File: config.mk
export PLATFORM = sky130hd
export DESIGN_NAME = bzs_lerp_lvl
export DESIGN_NICKNAME = d
export VERILOG_FILES = /design/src/sv/bzs_pkg.sv /design/src/sv/bzs_lerp_lvl.sv
export SDC_FILE = /design/constraint.sdc
export NUM_CORES = 2
export LEC_CHECK = 0
export BUFFER_PORTS_ARGS = -buffer_cell sky130_fd_sc_hd__buf_2
export CORE_MARGIN = 5
export CORE_UTILIZATION = 60
export DETAILED_ROUTE_END_ITERATION = 12
export MAX_ROUTING_LAYER = met4
export PLACE_DENSITY = 0.77
export SYNTH_ARGS = -nofsm -noshare
export SYNTH_HDL_FRONTEND = slang
export SYNTH_SLANG_ARGS = --single-unit
File: constraint.sdc
create_clock -name clk -period 12.77 [get_ports clk]
set_input_delay 1.277 -clock clk [delete_from_list [all_inputs] [get_ports clk]]
set_output_delay 1.277 -clock clk [all_outputs]
set_load 0.005 [all_outputs]
File: src/sv/bzs_pkg.sv
// bzs_pkg: shared types and constants for the cubic Bezier split pipeline.
// No dependencies; imported by bzs_lerp_lvl, cubic_bezier_split and tb_cubic_bezier_split.
`timescale 1ns / 1ps
`default_nettype none

package bzs_pkg;

  // Register stages of the whole pipeline: two per lerp level, three levels.
  localparam int PIPE_STAGES = 6;

  // Axes of a point and lerp lanes per axis at each De Casteljau level.
  localparam int NUM_AXES  = 2;
  localparam int L1_LANES  = 3;
  localparam int L2_LANES  = 2;
  localparam int L3_LANES  = 1;

  // Load enables for the two register stages of one lerp level.
  typedef struct packed {
    logic load_mul;
    logic load_add;
  } bzs_ctl_t;

endpackage

`default_nettype wire

File: src/sv/bzs_lerp_lvl.sv
// bzs_lerp_lvl: one De Casteljau level, a row of fixed-point lerp lanes.
// Two register stages: difference times t, then shift and add. Uses bzs_pkg.
`timescale 1ns / 1ps
`default_nettype none

module bzs_lerp_lvl #(
  parameter int COORD_BITS = 32,
  parameter int FRAC_BITS  = 16,
  parameter int LANES      = 2
) (
  input  logic                         clk,
  input  bzs_pkg::bzs_ctl_t            ctl,
  input  logic [FRAC_BITS:0]           t,
  input  logic signed [COORD_BITS-1:0] a [LANES],
  input  logic signed [COORD_BITS-1:0] b [LANES],
  output logic signed [COORD_BITS-1:0] y [LANES]
);
  import bzs_pkg::*;

  localparam int DW = COORD_BITS + 1;
  localparam int TW = FRAC_BITS + 2;
  localparam int PW = DW + TW;

  logic signed [DW-1:0]         diff  [LANES];
  logic signed [TW-1:0]         ts;
  logic signed [PW-1:0]         prod  [LANES];
  logic signed [COORD_BITS-1:0] a_q   [LANES];
  logic signed [PW-1:0]         shf   [LANES];

  assign ts = signed'({1'b0, t});

  always_comb begin
    for (int i = 0; i < LANES; i++) begin
      diff[i] = DW'(b[i]) - DW'(a[i]);
      shf[i]  = prod[i] >>> FRAC_BITS;
    end
  end

  always_ff @(posedge clk) begin
    if (ctl.load_mul) begin
      for (int i = 0; i < LANES; i++) begin
        prod[i] <= PW'(diff[i]) * PW'(ts);
        a_q[i]  <= a[i];
      end
    end
    // the lerp stays between its ends, so the sum fits modulo 2^COORD_BITS
    if (ctl.load_add) begin
      for (int i = 0; i < LANES; i++) begin
        y[i] <= a_q[i] + signed'(shf[i][COORD_BITS-1:0]);
      end
    end
  end

endmodule

`default_nettype wire

[Word-level counts from Yosys, hierarchy flattened]
Memory sizes are Yosys's and may differ from the RTL's.
Cells that the tools add are included.
Cells by class
  $add $sub $neg: 4
  $mul: 2
  mux-type cells: 2
Operator list (count)
  $mul 33x18->51: 2
  $sub 32x32->33: 2
  $add 32x32->32: 2
  $mux 1: 2
Word-level totals
  register bits after elaboration: 64
  word-level logic and storage cells: 12
  memories: 2
  input bits: 148
  memory bits (writable): 166
  output and inout bits: 64
Memories
  prod: words 2, width 51, rd ports 2, clocked after Yosys merged registers in 0, wr ports 2, RTL line bzs_lerp_lvl.sv:26  | logic signed [PW-1:0] prod [LANES];
  a_q: words 2, width 32, rd ports 2, clocked after Yosys merged registers in 0, wr ports 2, RTL line bzs_lerp_lvl.sv:27  | logic signed [COORD_BITS-1:0] a_q [LANES];

[Longest topological paths before layout]
  depth after elaboration: 2
  gate-level depth with buffers: 36
  mapped depth without buffers: 35

[Least setup slack after synthesis]
No wires, ideal clock.
  path type: input port to flip-flop
  from: input port b[0] (netlist bit)
  to: memory prod[0][98] (netlist bit) (data pin)
  path buffers: 1
  arrival: 9.359 ns
  slack: 3.143 ns
  library setup time: 0.268 ns
  required time: 12.502 ns
  stages on the path: 32
  path through: inv_1 ha_1 fa_1 nand2b_1 a21oi_1 o221ai_2 a2111oi_1 o41a_1 a311oi_2 o21ai_2 xor2_1 buf_2 nand2_1 fa_1 fa_1 fa_1 inv_1 fa_1 fa_1 inv_1 fa_1 inv_1 ha_1 and3_1 a221o_1 a21oi_1 and3_1 a211oi_1 a211o_1 or3_1 a31oi_1 xnor3_1
RTL lines
  start, declared: RTL line bzs_lerp_lvl.sv:15  | input logic signed [COORD_BITS-1:0] b [LANES],
  end, declared: RTL line bzs_lerp_lvl.sv:26

==> out/qor.yml <==
status:
  run_status: "finished clean"
cells_and_area:
  area_growth_pct: 6.05
  final.fill_count: 6640
  drive_gt1_share_pct: 6.95
  layout.nets: 6866
cts:
  path_clk_slew_ps: 80
  cts_setup_buffers: 0
  clk_latency_ps: 510
  cts_sinks: 192
  cts_tree: "yes"
  numCtsBuffers: 17
  ctsLongestPathBuffers: 2
  cts_hold_buf: 0
  cts_resized: 0
  root_buffer: "clkbuf_16"
  htreeDepth: 4
sta:
  tightest_slew_ps: 1110
  maxSlewHeadroom_pct: 25.7
  max_freq_mhz: 93.9
  hold_viol: 0
  slew_violations: 0
  fin_setup_tns_ps: 0
  fin_crit_sh_pct: 83.4
  finalClockSkew_ps: 14.1
  setup_viol: 0
  rsz0062_at_grt: "no"
  min_period_ps: 10650
synthesis:
  ys.flop_type: "edfxtp_1"
  synth_mux_area_share_pct: 0.0204
  synth_top_family_by_area: "adder cells"
  synth_xor_area_share_pct: 3.63
  syn_area_um2: 49000
  synth_top_area_share_pct: 42.2
  synth_compound_area_share_pct: 6.43
  yosysUniqueCellTypes: 82
  ys_ff_latch: 192
  yosys_warnings: 0
  synth.avg_cell_area_um2: 9.34
  synth_edf_count: 192
  synth_commonest_cells: "inv_1 (1321), fa_1 (1032), nand2_1 (564)"
  synth_fa_ha_area_share_pct: 51.0
  async_flop_share_pct: 0
  synth.area.top_cells: "fa_1 (42%), edfxtp_1 (12%), inv_1 (10%)"
  synth.most_common_cell: "inv_1"
  syn-num-nets: 6770
  synth_cells: 5244
  ys_seq_area_share_pct: 11.8
  yosys.area_share.simple_pct: 15.5
  yosys.area.top_type: "fa_1"
detailed_routing:
  num_vias: 35300
  via_per_inst: 5.50
  postRouteAntennaNets: 0
  post_drt_wl_per_cell_um: 18.2
  drc_errors: 0
  drt_first_pass_iters: 5
  drt-total-wl_um: 117000
  drt-initial-drc-count: 2155
grt:
  grt-ovfl-total: 0
  antenna_found_initial: 4
  grt_pass1_vias: 38200
  grt_usage_pct: 28.6
  grt_first_pass_wirelength_um: 193000
  grt_start_max_net_pins: 67
worst_setup_path:
  crit_top_cell: "fa_1"
  critPathTopFamily: "adder cells"
  cp-start-kind: "input port"
  crit_fanout: 17
  worstPathRequired_ps: 13030
  cp_data_arrival_time_ps: 10910
  end_kind: "register"
  crit_slowest_cell: "xor2_2"
  critPathMaxStageDelay_ps: 860
  criticalPathCategory: "input port to register"
  crit_buf_inv: 4
hold_path:
  hp-class: "register to register"
floorplan:
  coreArea_um2: 80800
  initial_core_util_pct: 60.6
  die_y_um: 296
  ios: 212
  num_rows: 104
  die_w_um: 296
  die-area_um2: 87500
placement:
  portBuffers: 211
  hpwl_um: 90100
  place_congestion: 0.929
run:
  max_cap_viol_count: 0
-- cell families (layout without fill, tap and decap cells) --
kind of cell    after synthesis  in the layout
compound gates              480            480
xor+xnor                    199            199
fa+ha+maj                  1378           1378
buf+inv                    1517           1626
flops                       192            192
mux                           1              1
other cells                   0              3
simple gates               1477           1477
-- final cells by class --
type | instances | area [µm²] | area share, %
Antenna cell | 3 | 7.51 | 0.0145
Inverter | 1321 | 4960 | 9.55
Multi-Input combinational cell | 3535 | 37800 | 72.8
Clock inverter | 15 | 124 | 0.238
Tap cell | 1060 | 1330 | 2.55
Clock buffer | 17 | 425 | 0.819
Sequential cell | 192 | 5770 | 11.1
Timing Repair Buffer | 273 | 1550 | 2.97
-- worst reg2reg max path, cell delays in order, from the launching register on --
cell and delay (ps):
edfxtp_1 350, ha_1 170, inv_1 50, fa_1 400, nor2b_1 120, o21ai_0 100
a21boi_0 410, o31a_1 260, o21ai_0 240, o31ai_1 780, nand2_1 190, o21ai_0 340
a31oi_1 150, xnor2_1 140
-- metrics by stage --
stage	hold slack, ps	cells	instance area, µm²	setup WS [ps]	util (%)
final	553	6416	51900	2120	64.3
after global routing	579	6415	51900	1560	64.3
after CTS	563	6412	51900	2280	64.3
after detailed placement	551	6380	51400	1750	63.6
after global placement	543	6380	51400	1900	63.6
after floorplan	513	5244	49000	3140	-
-- routing by layer --
| layer | track usage [%] | wire (µm) |
|---|---|---|
| met5 | - | 0 |
| met4 | 8.22 | 3180 |
| met3 | 3.39 | 6640 |
| met2 | 48.5 | 59600 |
| met1 | 36.7 | 47100 |
-- cell usage in the layout, fill, tap and decap left out, drive strengths merged, types with 8 or more instances in the layout --
cell type  netlist  layout
o31ai            8       8
or3             10      10
o21ai           86      86
clkbuf         189      18
xor2            46      46
o31a             8       8
fa            1032    1032
nor3            26      26
nand2          564     564
a31oi           12      12
buf              7     272
o21bai          21      21
and3            26      26
edfxtp         192     192
a21o            66      66
nor3b           12      12
xnor2          151     151
inv           1321    1329
nor2            98      98
and2           522     522
a21oi          155     155
nand2b          43      43
ha             346     346
or3b             8       8
nand3           33      33
o21a            36      36
nand4           17      17
o211ai          10      10
nor2b           94      94
a211oi          14      14
-- path summary, 6_finish.rpt --
path,from,to,slack [ps],depth (start not counted)
worst max register to register,prod[0][16],y[58],8810,13
worst min register to register,prod[0][16],y[32],550,1
worst min-delay path,prod[0][16],y[32],550,1
worst max-delay path,a[0],prod[0][98],2120,30
-- flip-flops by register name, summed over array words and instances, names as in the netlist --
| name | count |
|---|---|
| a_q | 64 |
| prod | 64 |
| y | 64 |
Power is left out: the tool's default activity adds up to more than one toggle a clock period on the data nets, which glitch-free logic cannot reach.
